### src/design/iroc_pkg.sv
// Package for the impulse relay output controller.
// Holds register indexes, reset values and the structs shared between modules.
// No dependencies.
`timescale 1ns / 1ps
`default_nettype none

package iroc_pkg;

    localparam int unsigned DEBOUNCE_W = 8;
    localparam int unsigned TICKS_W    = 16;
    localparam int unsigned CFG_DATA_W = 16;
    localparam int unsigned CFG_IDX_W  = 2;
    localparam int unsigned TIMER_BITS_DEFAULT = 16;

    localparam logic [CFG_IDX_W-1:0] REG_DEBOUNCE = 2'd0;
    localparam logic [CFG_IDX_W-1:0] REG_PULSE    = 2'd1;
    localparam logic [CFG_IDX_W-1:0] REG_HOLDOFF  = 2'd2;

    localparam logic [DEBOUNCE_W-1:0] DEBOUNCE_RESET = 8'd25;
    localparam logic [TICKS_W-1:0]    PULSE_RESET    = 16'd200;
    localparam logic [TICKS_W-1:0]    HOLDOFF_RESET  = 16'd200;

    typedef struct packed {
        logic [DEBOUNCE_W-1:0] debounce_ticks;
        logic [TICKS_W-1:0]    pulse_ticks;
        logic [TICKS_W-1:0]    holdoff_ticks;
    } cfg_t;

    typedef struct packed {
        logic relay_drive;
        logic coil_write_valid;
        logic coil_write_value;
    } res_t;

    typedef struct packed {
        logic pulsing;
        logic holding_off;
    } status_t;

endpackage

`default_nettype wire

### src/design/iroc_cfg.sv
// Configuration register file of the impulse relay output controller.
// Depends on iroc_pkg for register indexes, reset values and cfg_t.
`timescale 1ns / 1ps
`default_nettype none

module iroc_cfg (
    input  wire logic                              clk,
    input  wire logic                              rst_n,
    input  wire logic                              cfg_write_en,
    input  wire logic [iroc_pkg::CFG_IDX_W-1:0]    cfg_index,
    input  wire logic [iroc_pkg::CFG_DATA_W-1:0]   cfg_data,
    output iroc_pkg::cfg_t                         cfg
);

    iroc_pkg::cfg_t cfg_reg;

    // Writes beyond the register list are dropped.
    always_ff @(posedge clk or negedge rst_n)
    begin
        if (!rst_n)
        begin
            cfg_reg.debounce_ticks <= iroc_pkg::DEBOUNCE_RESET;
            cfg_reg.pulse_ticks    <= iroc_pkg::PULSE_RESET;
            cfg_reg.holdoff_ticks  <= iroc_pkg::HOLDOFF_RESET;
        end
        else if (cfg_write_en)
        begin
            case (cfg_index)
                iroc_pkg::REG_DEBOUNCE:
                    cfg_reg.debounce_ticks <= cfg_data[iroc_pkg::DEBOUNCE_W-1:0];
                iroc_pkg::REG_PULSE:
                    cfg_reg.pulse_ticks <= cfg_data[iroc_pkg::TICKS_W-1:0];
                iroc_pkg::REG_HOLDOFF:
                    cfg_reg.holdoff_ticks <= cfg_data[iroc_pkg::TICKS_W-1:0];
                default:
                    cfg_reg <= cfg_reg;
            endcase
        end
    end

    assign cfg = cfg_reg;

endmodule

`default_nettype wire

### src/design/iroc_step.sv
// Per-tick state and decision logic: debounce, relay mode, pulse and holdoff timers.
// Depends on iroc_pkg for cfg_t, res_t and status_t.
`timescale 1ns / 1ps
`default_nettype none

module iroc_step #(
    parameter int unsigned TIMER_BITS = iroc_pkg::TIMER_BITS_DEFAULT
) (
    input  wire logic       clk,
    input  wire logic       rst_n,
    input  wire logic       step_en,
    input  wire logic       switch_coil,
    input  wire logic       mode_coil,
    input  wire logic       button_level,
    input  wire iroc_pkg::cfg_t cfg,
    output iroc_pkg::res_t  res,
    output iroc_pkg::status_t status
);

    localparam int unsigned CMP_W =
        (TIMER_BITS > iroc_pkg::TICKS_W) ? TIMER_BITS : iroc_pkg::TICKS_W;
    localparam logic [TIMER_BITS-1:0] TIMER_ONE = {{(TIMER_BITS-1){1'b0}}, 1'b1};

    logic                            debounced_level_reg, debounced_level_next;
    logic [iroc_pkg::DEBOUNCE_W-1:0] debounce_age_reg, debounce_age_next;
    logic                            relay_on_reg, relay_on_next;
    logic                            drive_level_reg, drive_level_next;
    logic                            pulsing_reg, pulsing_next;
    logic [TIMER_BITS-1:0]           pulse_elapsed_reg, pulse_elapsed_next;
    logic                            holding_off_reg, holding_off_next;
    logic [TIMER_BITS-1:0]           holdoff_elapsed_reg, holdoff_elapsed_next;

    logic                            take_level;
    logic                            pressed_now;
    logic                            write_valid;
    logic                            write_value;
    logic [iroc_pkg::DEBOUNCE_W-1:0] age_inc;

    always_comb
    begin
        debounced_level_next = debounced_level_reg;
        relay_on_next        = relay_on_reg;
        drive_level_next     = drive_level_reg;
        pulsing_next         = pulsing_reg;
        holding_off_next     = holding_off_reg;
        write_valid          = 1'b0;
        write_value          = 1'b0;

        // Running timers advance first and saturate at all ones.
        pulse_elapsed_next = pulse_elapsed_reg;
        if (pulsing_reg && !(&pulse_elapsed_reg))
            pulse_elapsed_next = pulse_elapsed_reg + TIMER_ONE;
        holdoff_elapsed_next = holdoff_elapsed_reg;
        if (holding_off_reg && !(&holdoff_elapsed_reg))
            holdoff_elapsed_next = holdoff_elapsed_reg + TIMER_ONE;

        // Lockout debounce: a new level is taken only once the window has passed.
        age_inc = (&debounce_age_reg) ? debounce_age_reg
                                      : debounce_age_reg + 8'd1;
        take_level = (age_inc >= cfg.debounce_ticks)
                     && (button_level != debounced_level_reg);
        debounce_age_next = take_level ? '0 : age_inc;
        if (take_level)
            debounced_level_next = button_level;
        pressed_now = take_level && button_level;

        if (mode_coil)
        begin
            // Impulse switch: fire a pulse on a mismatch unless held off or busy.
            if ((switch_coil != debounced_level_next) && !holding_off_reg
                && !pulsing_reg)
            begin
                drive_level_next   = 1'b1;
                pulsing_next       = 1'b1;
                pulse_elapsed_next = '0;
            end
        end
        else
        begin
            if (switch_coil != relay_on_reg)
            begin
                relay_on_next    = switch_coil;
                drive_level_next = switch_coil;
            end
            // A press toggles the relay after the command has been applied.
            if (pressed_now)
            begin
                relay_on_next    = !relay_on_next;
                drive_level_next = relay_on_next;
                write_valid      = 1'b1;
                write_value      = relay_on_next;
            end
        end

        // A pulse ends when its time is up or its timer has saturated.
        if (pulsing_next
            && ((CMP_W'(pulse_elapsed_next) >= CMP_W'(cfg.pulse_ticks))
                || (&pulse_elapsed_next)))
        begin
            drive_level_next     = 1'b0;
            pulsing_next         = 1'b0;
            holding_off_next     = 1'b1;
            holdoff_elapsed_next = '0;
        end
        if (holding_off_next
            && ((CMP_W'(holdoff_elapsed_next) >= CMP_W'(cfg.holdoff_ticks))
                || (&holdoff_elapsed_next)))
            holding_off_next = 1'b0;
    end

    always_ff @(posedge clk or negedge rst_n)
    begin
        if (!rst_n)
        begin
            debounced_level_reg <= 1'b0;
            debounce_age_reg    <= '0;
            relay_on_reg        <= 1'b0;
            drive_level_reg     <= 1'b0;
            pulsing_reg         <= 1'b0;
            pulse_elapsed_reg   <= '0;
            holding_off_reg     <= 1'b0;
            holdoff_elapsed_reg <= '0;
        end
        else if (step_en)
        begin
            debounced_level_reg <= debounced_level_next;
            debounce_age_reg    <= debounce_age_next;
            relay_on_reg        <= relay_on_next;
            drive_level_reg     <= drive_level_next;
            pulsing_reg         <= pulsing_next;
            pulse_elapsed_reg   <= pulse_elapsed_next;
            holding_off_reg     <= holding_off_next;
            holdoff_elapsed_reg <= holdoff_elapsed_next;
        end
    end

    assign res.relay_drive      = drive_level_next;
    assign res.coil_write_valid = write_valid;
    assign res.coil_write_value = write_value;

    assign status.pulsing     = pulsing_reg;
    assign status.holding_off = holding_off_reg;

endmodule

`default_nettype wire

### src/design/impulse_relay_output_controller_unit.sv
// Top level of the impulse relay output controller: input register, step logic, result register.
// Depends on iroc_pkg, iroc_cfg and iroc_step.
//
// Usage: one input transfer per millisecond tick carries switch_coil, mode_coil and
// the raw button_level. Each accepted item yields exactly one result transfer with
// relay_drive, coil_write_valid and coil_write_value. Both channels use valid/ready.
// An item is captured in the input register at its transfer, and its result is
// captured in the result register at the next edge at which that register is free
// or being emptied. Throughput is one item per clock cycle while out_ready stays high;
// the combinational step logic between the two registers sets that rate.
// When the receiver stalls, the result register holds its transfer and the input
// register holds one more item; in_ready falls only when both are full and out_ready
// is low. Reset clears both valid flags, all controller state, and loads the
// configuration registers with their defaults (debounce 25, pulse 200, holdoff 200
// ticks). Configuration is written through cfg_write_en, cfg_index and cfg_data, and
// takes effect at once; it is meant to be written only while the block is idle.
`timescale 1ns / 1ps
`default_nettype none

module impulse_relay_output_controller_unit #(
    parameter int unsigned TIMER_BITS = iroc_pkg::TIMER_BITS_DEFAULT
) (
    input  wire logic                              clk,
    input  wire logic                              rst_n,
    input  wire logic                              in_valid,
    output logic                                   in_ready,
    input  wire logic                              switch_coil,
    input  wire logic                              mode_coil,
    input  wire logic                              button_level,
    output logic                                   out_valid,
    input  wire logic                              out_ready,
    output logic                                   relay_drive,
    output logic                                   coil_write_valid,
    output logic                                   coil_write_value,
    input  wire logic                              cfg_write_en,
    input  wire logic [iroc_pkg::CFG_IDX_W-1:0]    cfg_index,
    input  wire logic [iroc_pkg::CFG_DATA_W-1:0]   cfg_data
);

    iroc_pkg::cfg_t    cfg;
    iroc_pkg::res_t    step_res;
    iroc_pkg::status_t status;

    logic           in_vld_reg;
    logic           switch_coil_reg;
    logic           mode_coil_reg;
    logic           button_level_reg;
    logic           out_vld_reg;
    iroc_pkg::res_t res_reg;
    logic           advance;

    // The item in the input register moves on whenever the result register can take it.
    assign advance  = in_vld_reg && (!out_vld_reg || out_ready);
    assign in_ready = !in_vld_reg || advance;

    iroc_cfg u_cfg (
        .clk          (clk),
        .rst_n        (rst_n),
        .cfg_write_en (cfg_write_en),
        .cfg_index    (cfg_index),
        .cfg_data     (cfg_data),
        .cfg          (cfg)
    );

    iroc_step #(
        .TIMER_BITS (TIMER_BITS)
    ) u_step (
        .clk          (clk),
        .rst_n        (rst_n),
        .step_en      (advance),
        .switch_coil  (switch_coil_reg),
        .mode_coil    (mode_coil_reg),
        .button_level (button_level_reg),
        .cfg          (cfg),
        .res          (step_res),
        .status       (status)
    );

    // Input register valid flag.
    always_ff @(posedge clk or negedge rst_n)
    begin
        if (!rst_n)
            in_vld_reg <= 1'b0;
        else if (in_ready)
            in_vld_reg <= in_valid;
    end

    // Input payload needs no reset.
    always_ff @(posedge clk)
    begin
        if (in_valid && in_ready)
        begin
            switch_coil_reg  <= switch_coil;
            mode_coil_reg    <= mode_coil;
            button_level_reg <= button_level;
        end
    end

    // Result register valid flag.
    always_ff @(posedge clk or negedge rst_n)
    begin
        if (!rst_n)
            out_vld_reg <= 1'b0;
        else if (advance)
            out_vld_reg <= 1'b1;
        else if (out_ready)
            out_vld_reg <= 1'b0;
    end

    always_ff @(posedge clk)
    begin
        if (advance)
            res_reg <= step_res;
    end

    assign out_valid        = out_vld_reg;
    assign relay_drive      = res_reg.relay_drive;
    assign coil_write_valid = res_reg.coil_write_valid;
    assign coil_write_value = res_reg.coil_write_value;

    // A pulse and its holdoff never run at the same time.
    a_pulse_holdoff_exclusive: assert property (
        @(posedge clk) disable iff (!rst_n)
        !(status.pulsing && status.holding_off)
    ) else $error("pulse and holdoff active together");

    // The coil write value is only ever set together with the write flag.
    a_write_value_qualified: assert property (
        @(posedge clk) disable iff (!rst_n)
        (out_valid && coil_write_value) |-> coil_write_valid
    ) else $error("coil write value without write valid");

    // Back-pressure on the input only arises from a stalled, full result register.
    a_ready_only_on_stall: assert property (
        @(posedge clk) disable iff (!rst_n)
        !in_ready |-> (out_valid && !out_ready && in_vld_reg)
    ) else $error("input stalled without a downstream stall");

    // A state update happens only when a result is loaded.
    a_step_loads_result: assert property (
        @(posedge clk) disable iff (!rst_n)
        advance |=> out_valid
    ) else $error("step taken but no result presented");

endmodule

`default_nettype wire

### config.mk
export PLATFORM = sky130hd
export DESIGN_NAME = impulse_relay_output_controller_unit
export DESIGN_NICKNAME = d
export VERILOG_FILES = /design/src/design/iroc_pkg.sv /design/src/design/iroc_cfg.sv /design/src/design/iroc_step.sv /design/src/design/impulse_relay_output_controller_unit.sv
export SDC_FILE = /design/constraint.sdc
export NUM_CORES = 1
export LEC_CHECK = 0
export BUFFER_PORTS_ARGS = -buffer_cell sky130_fd_sc_hd__buf_2
export CAP_MARGIN = 10
export CORE_MARGIN = 2
export CORE_UTILIZATION = 55
export DETAILED_ROUTE_END_ITERATION = 6
export PLACE_DENSITY = 0.7
export SYNTH_ARGS = -nofsm -noshare
export SYNTH_HDL_FRONTEND = slang
export SYNTH_SLANG_ARGS = --single-unit
### constraint.sdc
create_clock -name clk -period 8.5 [get_ports clk]
set_input_delay 1.275 -clock clk [delete_from_list [all_inputs] [get_ports clk]]
set_output_delay 1.275 -clock clk [all_outputs]
set_load 0.05 [all_outputs]
==> out/results.tsv <==
stage	metric	value	unit
clocking	insertion_delay	0.37	ns
timing	timing.final.crit_period	7.11	ns
synthesis	synth_edf_count	6	
clocking	cts_tree	yes	
timing	relSlewSlack	0.412	
synthesis	yosysUniqueCellTypes	53	
timing	setup_tns	0	ns
clocking	post_cts_buffers	0	
drt	ant_nets	0	
clocking	numCtsBuffers	9	
drt	drt-initial-drc-count	247	
floorplanning	die_y	109	microns
timing	setup_viol	0	
timing	drv_slew	0	
global_route	grt_max_degree	65	
synthesis	netlist_instances	662	
global_route	grt_pass1_vias	4526	
synthesis	netlist_area	6060	sq um
synthesis	synth_top_family_by_area	simple AND/OR/NAND/NOR gates	
drt	wl_per_cell	16.8	microns
cells_and_area	finalNonFillerCells	823	
synthesis	syn_nets	733	
timing	holdWs	0.501	ns
critical_path	required	8.80	ns
synthesis	async_flop_share	0.935	
floorplanning	core-area	10800	sq um
cells_and_area	diodes	0	
clocking	cts.repair.resized	0	
clocking	holdBufCountCts	0	
power_and_ir_drop	vdd.ir_drop.worst	0.000153	V
clocking	clk_pin_slew	0.10	ns
critical_path	critPathLaunchType	register	
global_route	antenna_found_initial	0	
cells_and_area	drive_gt1_frac	0.151	
critical_path	path_class	reg -> reg	
timing	fmax	0.141	GHz
synthesis	ys_warn_count	0	
drt	via_per_inst	5.82	
timing	final_hold_viol_count	0	
synthesis	synth_ff_type	dfrtp_1	
placement	hpwl	10.4	mm
cells_and_area	nets	749	
synthesis	yosys.area_share.simple	0.208	
drt	drt_first_pass_iters	5	
synthesis	yosys.area_share.adder	0.0929	
critical_path	end_kind	register	
run	max_cap_violations	0	
critical_path	cp_max_fo	24	
drt	drc_errors	0	
synthesis	muxShareOfSynthArea	0.0770	
floorplanning	num_rows	38	
synthesis	postSynthAreaPerCell	9.16	sq um
placement	port_buffers	30	
timing	rsz0062_at_grt	false	
global_route	grt_pass1_wl	22.8	mm
timing	skew	0.00848	ns
cells_and_area	largest_register_ffs	40	
clocking	cts_num_sinks	93	
hold_path	hold_class	reg -> reg	
power_and_ir_drop	p_per_area	203	nW/um^2
status	outcome	complete, no violations	
timing	timing.final.crit_share	0.836	
floorplanning	dieArea	11900	sq um
cells_and_area	syn_to_final_growth	7.54	%
critical_path	critPathMaxStageDelay	0.68	ns
cells_and_area	utilization	0.604	
synthesis	ys_seq_area_frac	0.391	
clocking	htreeDepth	3	
synthesis	ys_ff_latch	93	
floorplanning	ios	31	
clocking	clk_path_buf_depth	2	
drt	vias	4790	
synthesis	synth_compound_area_frac	0.118	
critical_path	arrival	7.41	ns
critical_path	critPathSlowestCell	nand2b_1	
timing	worst_pin_slew	0.882	ns
floorplanning	die_w	109	microns
power_and_ir_drop	p_leak	3.07	nW
placement	placedCellCount	807	
floorplanning	start_util	0.562	
clocking	root_buffer	clkbuf_8	
drt	wl	13.8	mm
placement	routabilityCongestion	0.984	
global_route	grt_overflow	0	
synthesis	synth_xor_area_frac	0.0621	
global_route	grt_usage	0.251	
==> stage by stage <==
stage	worst slack [ns]	area [sq um]	power (mW)
floorplan	2.52	6060	0.874
CTS	1.42	6520	1.33
global route	0.692	6520	1.41
detailed placement	1.45	6280	0.988
global placement	1.84	6280	0.970
finish	1.39	6520	1.32
==> layout make-up <==
class	instances	area [sq um]
Clock inverter	5	72.6
Sequential cell	93	2370
Multi-Input combinational cell	494	3380
Timing Repair Buffer	35	190
Clock buffer	11	163
Inverter	45	169
Fill cell	929	4280
Tap cell	140	175
==> where the power goes <==
group          switching [mW]  internal (mW)
logic                   0.216          0.166
registers              0.0732          0.526
clock network           0.171          0.169
total                   0.460          0.861
==> worst max-delay path, delay by kind of cell (launching register included) <==
family	cells	cell delay (ns)
simple gates	9	2.26
fa+ha+maj	4	1.17
xor+xnor	1	0.28
compound gates	15	2.85
flops	1	0.44
==> routing by layer <==
layer	share of wire	track usage	wire [microns]	up-vias
met5	0	0	0	-
met4	0.017	0.0897	229	0
met3	0.045	0.0466	623	19
met2	0.46	0.388	6420	120
met1	0.47	0.353	6550	2308
li1	-	-	-	2343
==> synth_stat cells (all sizes together) (7+ instances only) <==
cell | instances | area (sq um)
nand2 | 83 | 312
dfrtp | 78 | 1950
nor2 | 65 | 244
ha | 45 | 563
inv | 45 | 169
mux2 | 37 | 417
clkbuf | 26 | 98.8
o21ai | 25 | 125
xnor2 | 23 | 201
a21oi | 22 | 110
nand3 | 22 | 110
xor2 | 20 | 175
nand2b | 18 | 113
and3 | 16 | 100
a21o | 11 | 82.6
o31ai | 11 | 82.6
dfstp | 9 | 236
nand4 | 9 | 56.3
a211oi | 8 | 60.1
a31oi | 8 | 50.1
and4 | 7 | 61.3
==> cells in the final DEF (no fill, tap or decap), types with 7 or more instances in the layout <==
| master | Yosys | routed |
|---|---|---|
| o21ai_0 | 25 | 25 |
| inv_1 | 45 | 45 |
| a211oi_1 | 8 | 8 |
| nand2_1 | 83 | 83 |
| a31oi_1 | 8 | 8 |
| and4_1 | 7 | 7 |
| nand4_1 | 9 | 9 |
| dfstp_2 | 9 | 9 |
| o31ai_1 | 11 | 11 |
| ha_1 | 45 | 45 |
| a21o_1 | 11 | 11 |
| dfrtp_1 | 78 | 78 |
| clkbuf_8 | 0 | 10 |
| nand3_1 | 22 | 22 |
| buf_2 | 0 | 29 |
| mux2_2 | 37 | 37 |
| nand2b_1 | 18 | 18 |
| xnor2_1 | 23 | 23 |
| nor2_1 | 65 | 65 |
| xor2_1 | 20 | 20 |
| a21oi_1 | 22 | 22 |
| and3_1 | 16 | 16 |
==> cell families (layout without fill, tap and decap cells) <==
| group | count (synthesis) | after routing |
|---|---|---|
| compound gates | 107 | 107 |
| simple gates | 257 | 257 |
| xor+xnor | 43 | 43 |
| flops | 93 | 93 |
| fa+ha+maj | 45 | 45 |
| mux | 42 | 42 |
| buf+inv | 75 | 96 |
==> final timing paths <==
check | from | endpoint | slack [ns] | cells past startpoint
max | u_step.debounce_age_reg[0]$_DFFE_PN0P_ | u_step.holding_off_reg$_DFFE_PN0P_ | 1.39 | 29
min | in_vld_reg$_DFFE_PN0N_ | out_valid$_DFFE_PN0P_ | 0.50 | 1
max reg2reg | u_step.debounce_age_reg[0]$_DFFE_PN0P_ | u_step.holding_off_reg$_DFFE_PN0P_ | 1.39 | 29
min reg2reg | in_vld_reg$_DFFE_PN0N_ | out_valid$_DFFE_PN0P_ | 0.50 | 1
max in group asynchronous | rst_n | u_step.holdoff_elapsed_reg[9]$_DFFE_PN0P_ | 6.61 | 2
min in group asynchronous | rst_n | u_step.pulse_elapsed_reg[3]$_DFFE_PN0P_ | 0.78 | 1
Note: power is estimated with default switching activity, not from simulation.
